==> src/sv/cfr_pkg.sv <==
`default_nettype none
// ----------------------------------------------------------------------------
// cfr_pkg
// Shared constants and types for the checksummed frame receiver.
// ----------------------------------------------------------------------------
package cfr_pkg;

    localparam int unsigned MAX_FRAME_BYTES = 260;
    localparam int unsigned FRAME_OVERHEAD  = 4;
    localparam logic [8:0]  MAX_DATA_LEN    = 9'(MAX_FRAME_BYTES - FRAME_OVERHEAD);

    localparam logic [7:0] BYTE_STX = 8'h02;
    localparam logic [7:0] BYTE_ETX = 8'h03;
    localparam logic [7:0] BYTE_ETB = 8'h17;

    localparam logic [1:0] ST_OK       = 2'd0;
    localparam logic [1:0] ST_FORMAT   = 2'd1;
    localparam logic [1:0] ST_LENGTH   = 2'd2;
    localparam logic [1:0] ST_CHECKSUM = 2'd3;

    localparam logic KIND_DATA   = 1'b0;
    localparam logic KIND_STATUS = 1'b1;

    localparam logic [2:0] PH_START  = 3'd0;
    localparam logic [2:0] PH_LENGTH = 3'd1;
    localparam logic [2:0] PH_DATA   = 3'd2;
    localparam logic [2:0] PH_CHECK  = 3'd3;
    localparam logic [2:0] PH_FOOTER = 3'd4;

    typedef struct packed {
        logic [2:0] phase;
        logic [7:0] start_byte;
        logic [8:0] data_length;
        logic [8:0] bytes_seen;
        logic [7:0] running_sum;
        logic [7:0] checksum_byte;
    } cfr_state_t;

    typedef struct packed {
        logic       valid;
        logic       kind;
        logic [7:0] data_byte;
        logic [7:0] byte_index;
        logic [1:0] status;
        logic [8:0] frame_length;
        logic       last;
    } cfr_result_t;

endpackage
`default_nettype wire

==> src/sv/checksummed_frame_receiver_unit.sv <==
`default_nettype none
// ----------------------------------------------------------------------------
// checksummed_frame_receiver_unit
// Deframes STX / length / data / checksum / ETB-ETX response frames.
// ----------------------------------------------------------------------------
//  channel  dir  payload
//  s_axis   in   tdata: rx_byte, expected_length
//  m_axis   out  tdata: data_byte, byte_index, status, frame_length;
//                tuser: result_kind; tlast: last
//
//  One byte per cycle; a result appears in the output register the cycle
//  after its byte is taken. Frame state updates in the same cycle.
//  Reset returns the decoder to waiting for the start byte, output empty.
//  A full output register stalls the input only while m_axis_tready is low.
// ----------------------------------------------------------------------------
module checksummed_frame_receiver_unit (
    input  logic        clk,
    input  logic        rst_n,
    input  logic        s_axis_tvalid,
    output logic        s_axis_tready,
    input  logic [23:0] s_axis_tdata,   // rx_byte[7:0], expected_length[16:8]
    output logic        m_axis_tvalid,
    input  logic        m_axis_tready,
    output logic [31:0] m_axis_tdata,   // data_byte[7:0], byte_index[15:8],
                                        // status[17:16], frame_length[26:18]
    output logic        m_axis_tuser,   // result_kind
    output logic        m_axis_tlast    // last
);
    import cfr_pkg::*;

    cfr_state_t  state_reg;
    cfr_state_t  state_next;
    cfr_result_t result;
    logic        out_valid_reg;
    logic        out_valid_next;
    logic [31:0] out_data_reg;
    logic        out_kind_reg;
    logic        out_last_reg;
    logic        s_take;

    assign s_axis_tready = !out_valid_reg || m_axis_tready;
    assign s_take        = s_axis_tvalid && s_axis_tready;

    cfr_step u_step (
        .state           (state_reg),
        .rx_byte         (s_axis_tdata[7:0]),
        .expected_length (s_axis_tdata[16:8]),
        .state_next      (state_next),
        .result          (result)
    );

    always_comb
    begin
        out_valid_next = out_valid_reg && !m_axis_tready;
        if (s_take && result.valid)
        begin
            out_valid_next = 1'b1;
        end
    end

    always_ff @(posedge clk or negedge rst_n)
    begin
        if (!rst_n)
        begin
            state_reg     <= '0;
            out_valid_reg <= 1'b0;
        end
        else
        begin
            out_valid_reg <= out_valid_next;
            if (s_take)
            begin
                state_reg <= state_next;
            end
        end
    end

    always_ff @(posedge clk)
    begin
        if (s_take && result.valid)
        begin
            out_data_reg <= {5'd0, result.frame_length, result.status,
                             result.byte_index, result.data_byte};
            out_kind_reg <= result.kind;
            out_last_reg <= result.last;
        end
    end

    assign m_axis_tvalid = out_valid_reg;
    assign m_axis_tdata  = out_data_reg;
    assign m_axis_tuser  = out_kind_reg;
    assign m_axis_tlast  = out_last_reg;

    // status transactions carry tlast, data transactions do not
    a_last_kind: assert property (@(posedge clk) disable iff (!rst_n)
        m_axis_tvalid |-> (m_axis_tlast == m_axis_tuser))
        else $error("tlast does not match result kind");

    a_data_ok: assert property (@(posedge clk) disable iff (!rst_n)
        (m_axis_tvalid && m_axis_tuser == KIND_DATA) |-> (m_axis_tdata[17:16] == ST_OK))
        else $error("data transaction with nonzero status");

    a_index_range: assert property (@(posedge clk) disable iff (!rst_n)
        (m_axis_tvalid && m_axis_tuser == KIND_DATA)
            |-> ({1'b0, m_axis_tdata[15:8]} < m_axis_tdata[26:18]))
        else $error("byte index beyond frame length");

    a_start_silent: assert property (@(posedge clk) disable iff (!rst_n)
        (s_take && state_reg.phase == PH_START && !(out_valid_reg && !m_axis_tready))
            |=> !m_axis_tvalid)
        else $error("result produced for a start byte");

endmodule
`default_nettype wire

==> src/sv/cfr_step.sv <==
`default_nettype none
// ----------------------------------------------------------------------------
// cfr_step
// Per-byte decode: next frame state and the optional result for one byte.
// ----------------------------------------------------------------------------
module cfr_step (
    input  cfr_pkg::cfr_state_t  state,
    input  logic [7:0]           rx_byte,
    input  logic [8:0]           expected_length,
    output cfr_pkg::cfr_state_t  state_next,
    output cfr_pkg::cfr_result_t result
);
    import cfr_pkg::*;

    logic [8:0] dlen;
    logic [8:0] seen_inc;
    logic [7:0] check_sum;

    assign dlen      = (rx_byte == 8'd0) ? 9'd256 : {1'b0, rx_byte};
    assign seen_inc  = state.bytes_seen + 9'd1;
    assign check_sum = state.running_sum + state.checksum_byte;

    always_comb
    begin
        state_next          = state;
        result              = '0;
        result.frame_length = state.data_length;
        unique case (state.phase)
            PH_START:
            begin
                state_next.start_byte = rx_byte;
                state_next.phase      = PH_LENGTH;
            end
            PH_LENGTH:
            begin
                state_next.data_length = dlen;
                result.frame_length    = dlen;
                result.kind            = KIND_STATUS;
                result.last            = 1'b1;
                priority if (state.start_byte != BYTE_STX || dlen > MAX_DATA_LEN)
                begin
                    state_next.phase = PH_START;
                    result.valid     = 1'b1;
                    result.status    = ST_FORMAT;
                end
                else if (expected_length != dlen)
                begin
                    state_next.phase = PH_START;
                    result.valid     = 1'b1;
                    result.status    = ST_LENGTH;
                end
                else
                begin
                    state_next.running_sum = rx_byte;
                    state_next.bytes_seen  = 9'd0;
                    state_next.phase       = PH_DATA;
                end
            end
            PH_DATA:
            begin
                result.valid          = 1'b1;
                result.kind           = KIND_DATA;
                result.data_byte      = rx_byte;
                result.byte_index     = state.bytes_seen[7:0];
                result.status         = ST_OK;
                state_next.running_sum = state.running_sum + rx_byte;
                state_next.bytes_seen  = seen_inc;
                if (seen_inc >= state.data_length)
                begin
                    state_next.phase = PH_CHECK;
                end
            end
            PH_CHECK:
            begin
                state_next.checksum_byte = rx_byte;
                state_next.phase         = PH_FOOTER;
            end
            default:
            begin
                result.valid     = 1'b1;
                result.kind      = KIND_STATUS;
                result.last      = 1'b1;
                state_next.phase = PH_START;
                priority if (rx_byte != BYTE_ETB && rx_byte != BYTE_ETX)
                begin
                    result.status = ST_FORMAT;
                end
                else if (check_sum != 8'd0)
                begin
                    result.status = ST_CHECKSUM;
                end
                else
                begin
                    result.status = ST_OK;
                end
            end
        endcase
    end

endmodule
`default_nettype wire

==> config.mk <==
export PLATFORM = sky130hd
export DESIGN_NAME = checksummed_frame_receiver_unit
export DESIGN_NICKNAME = d
export VERILOG_FILES = /design/src/sv/cfr_pkg.sv /design/src/sv/checksummed_frame_receiver_unit.sv /design/src/sv/cfr_step.sv
export SDC_FILE = /design/constraint.sdc
export NUM_CORES = 1
export LEC_CHECK = 0
export BUFFER_PORTS_ARGS = -buffer_cell sky130_fd_sc_hd__buf_4
export CORE_ASPECT_RATIO = 0.8
export CORE_MARGIN = 10
export CORE_UTILIZATION = 60
export CTS_CLUSTER_SIZE = 40
export DETAILED_ROUTE_END_ITERATION = 10
export HOLD_SLACK_MARGIN = 0.15
export PLACE_DENSITY_LB_ADDON = 0.08
export SLEW_MARGIN = 10
export SYNTH_ARGS = -nofsm -noshare
export SYNTH_HDL_FRONTEND = slang
export SYNTH_SLANG_ARGS = --single-unit
==> constraint.sdc <==
create_clock -name clk -period 5 [get_ports clk]
set_input_delay 0.75 -clock clk [delete_from_list [all_inputs] [get_ports clk]]
set_output_delay 0.75 -clock clk [all_outputs]
set_load 0.1 [all_outputs]
* Yosys cells after proc, flatten, opt, wreduce, memory -nomap -nowiden
Cells that the tools add are included.
** Word-level totals
- Register bits :: 75
- Bits of input ports :: 28
- Output and inout port bits :: 36
- Logic and storage cells :: 63
** Cells by class
- Add/subtract/negate cells :: 3
- $lt $le $gt $ge :: 2
- Eq/ne operators :: 10
- Mux-type cells :: 19
- Reductions and logical operators :: 18
** Operators by type and width (count)
- $mux 17 :: 2
- $pmux 17 s2 :: 1
- $mux 9 :: 2
- $add 8x8->8 :: 2
- $ne 8x2->1 const B :: 2
- $mux 2 :: 6
- $pmux 3 s4 :: 1
- $add 9x1->9 const B :: 1
- $ge 9x9->1 :: 1
- $gt 9x9->1 const B :: 1
- $ne 9x9->1 :: 1
- $logic_not 8->1 :: 1
- $ne 8x5->1 const B :: 1
- $reduce_bool 8->1 :: 1
- $eq 3x2->1 const B :: 2
- $pmux 2 s3 :: 1
- $reduce_and 2->1 :: 3
- $logic_and 1x1->1 :: 4
- $mux 1 :: 4
- $ne 2x2->1 const B :: 2
- $pmux 2 s2 :: 1
- $reduce_and 4->1 :: 1
- $eq 3x1->1 const B :: 1
- $logic_not 3->1 :: 1
- other kinds (7) :: 9

* Longest topological paths before layout
Gate-level depths: netlist of run 1.
- Word-level depth :: 8
- Gate-level depth with buffers :: 10

* Cells and area by module
Synthesis of run 1 repeated with hierarchy kept, for this count alone.
** Second synthesis, totals
- Cell total of the unflattened synthesis :: 407
- Area total of the unflattened synthesis :: 4767.1 um^2
** Modules (own cells, without submodules)
- checksummed_frame_receiver_unit :: instances 1, cells an instance 135, area an instance 2803.9 um^2, seq. area each 2021.9 um^2
- cfr_step :: instances 1, cells an instance 272, area an instance 1963.1 um^2, seq. area each 0.0 um^2

* Least setup slack after synthesis of run 1
No wires, ideal clock.
- Path type :: register to register
- Start point :: reg out_valid_reg (netlist: m_axis_tvalid)
- End point :: reg out_data_reg[0] (netlist: m_axis_tdata[0]), enable pin
- Library setup time :: 0.415 ns
- Data arrival time :: 3.385 ns
- Slack :: 1.200 ns
- Stages on the path, launching flop included :: 5
- Path buffers :: 1
- Clock period less this slack :: 3.800 ns
- Cell sequence :: dfrtp_1 nand2b_1 nand2_1 clkbuf_1 nor2_1
** On the way
- Word-level cells in the longest chain between the ends :: 4
** RTL lines
- start: declaration :: line checksummed_frame_receiver_unit.sv:34 : logic out_valid_reg;
- start signal: assignment :: line checksummed_frame_receiver_unit.sv:70 : out_valid_reg <= out_valid_next;
- $logic_not 1->1 :: line checksummed_frame_receiver_unit.sv:41 : assign s_axis_tready = !out_valid_reg || m_axis_tready;
- $logic_or 1x1->1 :: line checksummed_frame_receiver_unit.sv:41
- named net s_axis_tready :: line checksummed_frame_receiver_unit.sv:20 : output logic s_axis_tready,
- $logic_and 1x1->1 :: line checksummed_frame_receiver_unit.sv:42 : assign s_take = s_axis_tvalid && s_axis_tready;
- $logic_and 1x1->1 :: line checksummed_frame_receiver_unit.sv:80 : if (s_take && result.valid)
- end signal: assignment :: line checksummed_frame_receiver_unit.sv:82 : out_data_reg <= {5'd0, result.frame_length, result.status,
- end: declaration :: line checksummed_frame_receiver_unit.sv:36 : logic [31:0] out_data_reg;
The timed path passes the listed nets, and every way through them passes these cells.
A chain may end at the register's enable or synchronous reset.

* Worst setup path in the final report of run 1
- Start point :: in s_axis_tdata[3]
- End point :: reg out_data_reg[12] (netlist: m_axis_tdata[12]), enable pin
** On the way
- Word-level cells in the longest chain between the ends :: 7
** RTL lines
- start: declaration :: line checksummed_frame_receiver_unit.sv:21 : input logic [23:0] s_axis_tdata,
- $logic_not 8->1 :: line cfr_step.sv:19 : assign dlen = (rx_byte == 8'd0) ? 9'd256 : {1'b0, rx_byte};
- $mux 9 (*) :: line cfr_step.sv:19
- $gt 9x9->1 or $ne 9x9->1 (tied branches) :: line cfr_step.sv:40, cfr_step.sv:46
- $logic_or 1x1->1 or $mux 1 (tied branches) :: line cfr_step.sv:40, cfr_step.sv:46
- $mux 1 (*) :: line cfr_step.sv:40 : priority if (state.start_byte != BYTE_STX || dlen > MAX_DATA_LEN)
- $pmux 2 s3 (*) :: line cfr_step.sv:28 : unique case (state.phase)
- $logic_and 1x1->1 (*) :: line checksummed_frame_receiver_unit.sv:80
Every way passes the cells marked *; elsewhere a longest branch is shown, timed or not.

==> flow_summary.json, run 1 <==
{
  "rsz0062_at_grt": "no",
  "diodes": 0,
  "fin_area_um2": 4851,
  "clock_path_buffers": 2,
  "globalRouteOverflowTotal": 0,
  "status": "finished clean",
  "grt_max_degree": 47,
  "relSlewSlack_pct": 50.34,
  "tns_ns": 0,
  "largest_register_ffs": 45,
  "drt-wirelength-per-cell_um": 18.91,
  "dp.cells": 507,
  "synth.avg_cell_area_um2": 10.93,
  "synth-edff-count": 29,
  "clkTransAtPathRegs_ns": 0.08,
  "max_freq_mhz": 374.8,
  "clock_latency_ns": 0.36,
  "cts_root_buffer": "clkbuf_8",
  "drt_iter0_drc": 177,
  "ys_ff_latch": 75,
  "power.density_nw_per_um2": 433.8,
  "dieArea_um2": 10770,
  "vias_per_cell": 5.887,
  "grt_pass1_vias": 3179,
  "fin_util_pct": 70.74,
  "startpoint_type": "input pin",
  "netSwitchingPower_mw": 0.8437,
  "hold_class": "input pin to async pin",
  "ir_drop_v": 0.0002150,
  "wl_met3_um": 697,
  "drt-total-wl_um": 9888,
  "start_util_pct": 61.23,
  "cp.arrival_ns": 2.75,
  "port_buffers": 51,
  "drive_gt1_share_pct": 23.85,
  "ys_types": 55,
  "cp-startpoint": "s_axis_tdata[3]",
  "async_flop_share_pct": 61.33,
  "finalMaxSlewViolations": 0,
  "synth_flop_cell": "dfrtp_1",
  "finalSetupViolations": 0,
  "place_ws_ns": 1.961,
  "drv_cap": 0,
  "io_pins": 64,
  "die_height_um": 94.83,
  "fin_nets": 485,
  "post_cts_resized": 0,
  "postCtsSetupBuffers": 0,
  "synth_seq_area_share_pct": 48.15,
  "core-area_um2": 6858,
  "met1Wirelength_um": 4681,
  "track_usage_pct": 19.02,
  "worstMarginPinSlew_ns": 0.7409,
  "routed.top_layer": "met4",
  "cp.required_ns": 5.08,
  "pwr-share-comb_pct": 35.3,
  "htree_levels": 3,
  "final_cell_count_no_fill": 523,
  "leakagePower_nw": 2.121,
  "setup_ws_ns": 2.332,
  "p_total_mw": 2.104,
  "numCtsBuffers": 9,
  "drc": 0,
  "end_kind": "flop",
  "dpl_cell_area_um2": 4627,
  "p_clk_share_pct": 25.2,
  "internal_power_mw": 1.261,
  "crit_fanout": 29,
  "syn_inst": 384,
  "antenna_left": 0,
  "fin_crit_sh_pct": 53.36,
  "cts_sinks": 75,
  "fin_skew_ns": 0.007098,
  "wl_met2_um": 4352,
  "place_congestion": 0.8316,
  "syn2layout_area_growth_pct": 15.52,
  "die_x_um": 113.5,
  "dr_total_vias": 3079,
  "rows": 27,
  "synth_warnings": 0,
  "hold_violations": 0,
  "path_class": "input pin to flop",
  "grt_first_pass_wirelength_um": 16160,
  "ctsHoldBuffers": 0,
  "cts_tree": "yes",
  "drtPass1Iterations": 5,
  "power.share.sequential_pct": 39.5,
  "whs_ns": 0.3983,
  "netlist_area_um2": 4199,
  "hpwl_um": 7032,
  "fin_crit_ns": 2.668,
  "grt_antenna_before_repair": 0,
  "switching_share_pct": 40.10,
  "r2r-start": "state_reg[16]$_DFFE_PN0P_"
}
[per-layer routing]
metal	track usage (%)	vias up
met5	0	-
met4	6.646	0
met3	5.703	17
met2	28.05	106
met1	26.06	1498
li1	-	1458
[critical path, cell delays in order]
cell and delay (ns):
buf_4 0.17, nor4_4 0.37, nand3_2 0.15, a211oi_4 0.47, nand3_2 0.21, a211oi_2 0.30, nor2_2 0.04, buf_4 0.27
[power by group through the flow]
stage | Combinational [mW] | Sequential, mW | Clock (mW)
3_5_place_dp | 0.740 | 0.844 | 0
3_3_place_gp | 0.721 | 0.835 | 0
6_report | 0.743 | 0.830 | 0.531
5_1_grt | 0.800 | 0.841 | 0.560
2_1_floorplan | 0.309 | 1.09 | 0
4_1_cts | 0.745 | 0.831 | 0.537
[area by class of cell]
cell class,count,area (µm²)
Sequential cell,75,2022
Fill cell,499,2007
Multi-Input combinational cell,275,2031
Timing Repair Buffer,54,405.4
Clock inverter,7,100.1
Clock buffer,9,123.9
Inverter,16,60.06
Tap cell,87,108.9
[cells in the mapped netlist, drive strengths merged, types with 3 or more instances]
| cell | instances | area (µm²) |
|---|---|---|
| inv | 16 | 60.06 |
| xnor2 | 18 | 157.7 |
| buf | 11 | 72.57 |
| nor4 | 3 | 55.05 |
| a21o | 6 | 45.04 |
| nor2b | 8 | 50.05 |
| a21oi | 13 | 80.08 |
| o41ai | 3 | 26.28 |
| nand3 | 9 | 55.05 |
| mux2i | 3 | 30.03 |
| nor3 | 6 | 35.03 |
| nand2b | 6 | 37.54 |
| o22ai | 5 | 31.28 |
| ha | 24 | 300.3 |
| nand4 | 5 | 31.28 |
| nor2 | 14 | 52.55 |
| a211oi | 7 | 70.07 |
| o21a | 3 | 22.52 |
| dfrtp | 46 | 1151 |
| clkbuf | 11 | 41.29 |
| edfxtp | 29 | 870.8 |
| and2 | 16 | 100.1 |
| nand2 | 34 | 127.6 |
| a22o | 6 | 61.31 |
| xor2 | 3 | 26.28 |
| mux2 | 19 | 214.0 |
| o21ai | 36 | 180.2 |
[cell usage in the layout, fill, tap and decap left out, types with 3 or more instances in the layout]
cell,n
inv_1,16
o41ai_1,3
clkbuf_8,9
o21a_1,3
nand3_1,7
dfrtp_1,46
a21oi_1,11
buf_4,54
mux2i_1,3
mux2_2,19
and2_1,16
o22ai_1,5
nand2b_1,6
xor2_1,3
conb_1,5
xnor2_1,18
nor2b_1,8
a211oi_1,5
ha_1,24
nor2_1,13
o21ai_0,36
nor3_1,5
nand2_1,34
edfxtp_1,29
nand4_1,5
a21o_1,6
a22o_1,5
[cells by family (layout without fill, tap and decap cells)]
family / Yosys count / in the layout / share of synthesized area [%]
buffers and inverters: 38 / 86 / 4.142
other: 1 / 5 / 0.08931
DFF: 75 / 75 / 48.15
muxes: 22 / 22 / 5.811
and+or+nand+nor: 109 / 109 / 14.51
xor gates and xnor gates: 21 / 21 / 4.380
adders and majority gates: 26 / 26 / 8.105
AOI/OAI and AO/OA: 92 / 92 / 14.81
[final timing paths]
check                                                       to  slack (ns)  cells after the start
min in group clk                     state_reg[35]$_DFFE_PN0P_        0.49                      2
worst max-delay path            m_axis_tdata[12]$_SDFFCE_PN0P_        2.33                      8
worst max register to register       state_reg[42]$_DFFE_PN0P_        2.56                     10
max in group asynchronous            state_reg[38]$_DFFE_PN0P_        4.19                      1
worst min-delay path                  state_reg[3]$_DFFE_PN0P_        0.40                      1
worst min register to register       state_reg[35]$_DFFE_PN0P_        0.49                      2
(Power assumes the default switching activity.)
==> run 2: changes to the inputs <==
CORE_UTILIZATION = 52   (was 60)
clock period = 2.3 ns   (was 5 ns; I/O delays follow)
==> run 2 against run 1 <==
Compared with the run above:
- clock power grew 79%
- core utilization shrank 6.8 points
- critical path depth is 2 higher
- combinational power is 120% higher
- worst hold slack got worse by 0.11 ns
- first-iteration DRC count is 8.5% lower
- final area grew 4.3%
- worst setup slack lost 2.2 ns
- register-to-register slack worse by 2.4 ns
- non-clock buffer count up 20
- global-route usage shrank 1.7 points
- count of clock-buffer cells in the layout stayed put
- largest cell class unchanged
==> flow_summary.json, run 2 (synthesized netlist as in run 1, its figures left out) <==
{
  "die_x_um": 120.5,
  "internal_power_mw": 2.552,
  "grt_first_pass_wirelength_um": 16750,
  "clock_latency_ns": 0.36,
  "cts_sinks": 75,
  "area.sequential_um2": 2023,
  "fin_skew_ns": 0.007000,
  "startpoint_type": "flop",
  "fin_crit_ns": 2.150,
  "die_height_um": 100.4,
  "crit_fanout": 4,
  "grt_pass1_vias": 3336,
  "drv_cap": 0,
  "drive_gt1_share_pct": 29.39,
  "mostFrequentLayoutCell": "buf_4",
  "whs_ns": 0.2837,
  "path_class": "flop to flop",
  "hold_violations": 0,
  "diodes": 0,
  "end_kind": "flop",
  "mostFrequentLayoutCells": "buf_4, dfrtp_1, o21ai_0",
  "cp.arrival_ns": 2.38,
  "hpwl_um": 7546,
  "finalSetupViolations": 0,
  "ir_drop_v": 0.0005439,
  "setup_ws_ns": 0.1501,
  "drt-wirelength-per-cell_um": 18.12,
  "fin_crit_sh_pct": 93.47,
  "relSlewSlack_pct": 59.36,
  "globalRouteOverflowTotal": 0,
  "drt_iter0_drc": 162,
  "io_pins": 64,
  "cp.required_ns": 2.53,
  "htree_levels": 3,
  "drc": 0,
  "power.density_nw_per_um2": 871.6,
  "clock_path_buffers": 2,
  "drt-total-wl_um": 10220,
  "clkTransAtPathRegs_ns": 0.09,
  "grt_antenna_before_repair": 0,
  "hold_class": "input pin to flop",
  "finalMaxSlewViolations": 0,
  "fin_nets": 505,
  "dr_total_vias": 3144,
  "track_usage_pct": 17.37,
  "numCtsBuffers": 9,
  "worstMarginPinSlew_ns": 0.6097,
  "max_freq_mhz": 465.1,
  "fill_cells": 660,
  "pwr-share-comb_pct": 37.4,
  "place_ws_ns": -0.004071,
  "p_clk_share_pct": 21.6,
  "drtPass1Iterations": 4,
  "cts_tree": "yes",
  "port_buffers": 51,
  "multi_input_area_um2": 2086,
  "p_total_mw": 4.409,
  "switching_share_pct": 42.13,
  "syn2layout_area_growth_pct": 20.47,
  "grt_max_degree": 47,
  "power.share.sequential_pct": 41.0,
  "largest_register_ffs": 45,
  "cts_root_buffer": "clkbuf_8",
  "leakagePower_nw": 2.213,
  "rows": 29,
  "status": "finished clean",
  "antenna_left": 0,
  "core-area_um2": 7910,
  "start_util_pct": 53.08,
  "netSwitchingPower_mw": 1.858,
  "place_congestion": 0.8835,
  "dieArea_um2": 12090,
  "vias_per_cell": 5.574
}
run 2: changes by cell type in the layout (fill, tap and decap cells not counted), moves of 2 or more:
cell        delta
a211oi_1       -2
a211oi_2       +2
buf_4         +18
bufinv_16      -2
clkinvlp_4     +2
nor2_1         -2
run 2: layer usage:
| metal | wire (µm) | GRT usage [%] |
|---|---|---|
| met2 | 4492 | 27.22 |
| met5 | 0 | 0 |
| met3 | 689 | 4.711 |
| met4 | 199 | 6.111 |
| met1 | 4839 | 22.65 |
run 2: per-stage QoR:
stage / cell area (µm²) / setup TNS, ns / utilization (%) / std cells
after floorplan: 4237 / 0 / - / 388
after global placement: 4821 / 0 / 60.95 / 546
after detailed placement: 4821 / -0.004071 / 60.95 / 546
after CTS: 5015 / 0 / 63.40 / 563
after global routing: 5059 / -0.01118 / 63.95 / 564
final: 5059 / 0 / 63.95 / 564
run 2: power groups by stage:
stage,registers [mW],clock network (mW),logic [mW]
after floorplan,2.38,0,0.682
after CTS,1.81,0.981,1.65
final,1.81,0.953,1.65
after detailed placement,1.83,0,1.64
after global routing,1.84,1.03,1.78
after global placement,1.82,0,1.61
run 2: final cells by class:
cell class | count | area share, %
sequential | 75 | 40.00
clock inverter | 7 | 1.187
inverter | 16 | 1.187
tap | 108 | 2.671
multi-input combinational | 275 | 41.23
timing repair buffer | 74 | 11.28
clock buffer | 9 | 2.449
run 2: repair_timing:
action,CTS,global route
gates resized for setup,1,8
hold endpoints to repair,46,0
endpoints found under the setup margin,1,4
setup buffers,0,1
hold buffers,1,0
pin swaps,0,1
run 2: critical path, cell delays in order (launching register included):
cell and delay, ns:
dfrtp_1 0.41, ha_1 0.21, nand3_2 0.13, xnor2_2 0.16
ha_1 0.30, a21oi_1 0.14, nor2b_1 0.05, o21ai_0 0.14
o211ai_1 0.14, a211oi_2 0.25, o41ai_1 0.10
run 2: worst paths after layout:
kind / startpoint / endpoint / slack, ns / depth (start not counted)
setup / recovery: state_reg[16]$_DFFE_PN0P_ / state_reg[42]$_DFFE_PN0P_ / 0.15 / 10
hold / removal: s_axis_tvalid / m_axis_tvalid$_DFF_PN0_ / 0.28 / 3
setup reg to reg: state_reg[16]$_DFFE_PN0P_ / state_reg[42]$_DFFE_PN0P_ / 0.15 / 10
hold reg to reg: state_reg[35]$_DFFE_PN0P_ / state_reg[35]$_DFFE_PN0P_ / 0.49 / 2
max in group asynchronous: rst_n / m_axis_tvalid$_DFF_PN0_ / 1.32 / 2
min in group asynchronous: rst_n / state_reg[4]$_DFFE_PN0P_ / 0.55 / 2
==> run 3: changes to the inputs <==
CORE_UTILIZATION = 57   (was 52)
clock period = 2.1 ns   (was 2.3 ns; I/O delays follow)
==> run 3 against run 2 <==
Compared with the run above:
- count of clock-buffer cells in the layout unchanged
- non-clock buffer count rose by 32
- clock power grew 34%
- register-to-register slack worse by 0.15 ns
- worst hold slack lost 0.062 ns
- sequential share of layout area shrank 2.8 points
- die area shrank 7.2%
- first-iteration DRC count grew 7.4%
- critical path depth fell by 1
- critical endpoint is now state_reg[14]$_DFFE_PN0P_
- largest cell class unchanged
==> flow_summary.json, run 3 (synthesized netlist as in run 1, its figures left out) <==
{
  "status": "finished clean",
  "drtPass1Iterations": 4,
  "finalSetupViolations": 0,
  "fin_crit_ns": 2.095,
  "drt-total-wl_um": 11090,
  "fin_crit_sh_pct": 99.77,
  "hold_class": "input pin to flop",
  "hpwl_um": 8095,
  "crit_fanout": 3,
  "drc": 0,
  "rsz0062_at_grt": "yes",
  "dieArea_um2": 11220,
  "antenna_left": 0,
  "mostFrequentLayoutCell": "buf_4",
  "die_height_um": 96.77,
  "end_kind": "flop",
  "clock_latency_ns": 0.36,
  "switching_share_pct": 39.98,
  "drt_iter0_drc": 174,
  "area.sequential_um2": 2029,
  "grt_pass1_vias": 3390,
  "globalRouteOverflowTotal": 0,
  "max_freq_mhz": 477.3,
  "largest_register_ffs": 45,
  "clkTransAtPathRegs_ns": 0.09,
  "power.density_nw_per_um2": 950.8,
  "setup_ws_ns": 0.004900,
  "multi_input_area_um2": 2215,
  "clock_path_buffers": 2,
  "syn2layout_area_growth_pct": 29.83,
  "fill_cells": 461,
  "mostFrequentLayoutCells": "buf_4, dfrtp_1, nand2_1",
  "pwr-share-comb_pct": 37.2,
  "fin_nets": 537,
  "vias_per_cell": 5.861,
  "cts_sinks": 75,
  "io_pins": 64,
  "internal_power_mw": 3.111,
  "fin_area_um2": 5451,
  "start_util_pct": 59.76,
  "htree_levels": 3,
  "track_usage_pct": 19.79,
  "diodes": 0,
  "finalMaxSlewViolations": 0,
  "grt_first_pass_wirelength_um": 17570,
  "ir_drop_v": 0.0005428,
  "cts_tree": "yes",
  "numCtsBuffers": 9,
  "fin_skew_ns": 0.008254,
  "drv_cap": 0,
  "dpl_cell_area_um2": 5037,
  "netSwitchingPower_mw": 2.072,
  "p_total_mw": 5.183,
  "cp.arrival_ns": 2.35,
  "place_congestion": 0.8891,
  "grt_antenna_before_repair": 0,
  "cts_root_buffer": "clkbuf_8",
  "leakagePower_nw": 2.430,
  "relSlewSlack_pct": 45.25,
  "hold_violations": 0,
  "dr_total_vias": 3370,
  "worstMarginPinSlew_ns": 0.8193,
  "core-area_um2": 7027,
  "drive_gt1_share_pct": 38.11,
  "p_clk_share_pct": 24.8,
  "cp.required_ns": 2.35,
  "startpoint_type": "flop",
  "drt-wirelength-per-cell_um": 19.29,
  "die_x_um": 116.0,
  "grt_max_degree": 47,
  "path_class": "flop to flop",
  "whs_ns": 0.2217,
  "place_ws_ns": -0.2527,
  "port_buffers": 51,
  "rows": 27,
  "power.share.sequential_pct": 38.0
}
[run 3: repair_timing]
action	4_1_cts	5_1_grt
buffers inserted	2	1
endpoints found under the hold margin	46	0
pin swaps	11	11
endpoints found under the setup margin	4	6
cloned	0	0
gates resized for setup	22	16
hold buffers	1	0
[run 3: final timing paths]
| path | startpoint | to | cells after the start | slack, ns |
|---|---|---|---|---|
| setup / recovery | state_reg[8]$_DFFE_PN0P_ | state_reg[14]$_DFFE_PN0P_ | 9 | 0.005 |
| hold / removal | s_axis_tvalid | m_axis_tvalid$_DFF_PN0_ | 3 | 0.22 |
| setup reg to reg | state_reg[8]$_DFFE_PN0P_ | state_reg[14]$_DFFE_PN0P_ | 9 | 0.005 |
| hold reg to reg | state_reg[35]$_DFFE_PN0P_ | state_reg[35]$_DFFE_PN0P_ | 2 | 0.49 |
| max in group asynchronous | rst_n | m_axis_tvalid$_DFF_PN0_ | 2 | 1.13 |
| min in group asynchronous | rst_n | state_reg[2]$_DFFE_PN0P_ | 2 | 0.50 |
[run 3: layout make-up]
type | instances | share of cell area, %
repair buffers | 106 | 14.87
flip-flops and latches | 75 | 37.23
clock buffers | 9 | 2.272
well taps | 87 | 1.997
inverters | 16 | 1.102
multi-input cells | 275 | 40.62
clock inverters | 7 | 1.905
[run 3: power by group through the flow]
stage               clock [mW]  combinational (mW)  sequential (mW)
floorplan                    0               0.766             2.61
global placement             0                1.84             1.98
detailed placement           0                1.88             2.00
CTS                       1.29                1.92             1.97
global route              1.35                2.06             2.00
finish                    1.28                1.93             1.97
[run 3: metal layers]
metal	track usage [%]	vias to the layer above	share of wire (%)
li1	-	1574	-
met3	5.607	22	7.4
met5	0	-	0
met2	30.25	119	47
met1	26.15	1655	44
met4	6.768	0	1.8
[run 3: critical path: stages, from the launching register on]
cell and delay (ns):
dfrtp_2 0.45, ha_4 0.19, inv_2 0.06, fa_2 0.22, nor2b_2 0.06, o31a_1 0.27
o21ai_2 0.19, mux2i_1 0.24, nand2_1 0.09, a22o_4 0.22
[run 3: per-stage QoR]
stage                     utilization, %  cells  TNS [ns]
final                              77.58    575         0
after global routing               77.58    575   -0.3520
after CTS                          76.51    574  -0.07452
after detailed placement           71.69    556    -7.966
after global placement             71.69    556    -4.955
after floorplan                        -    388   -0.6447
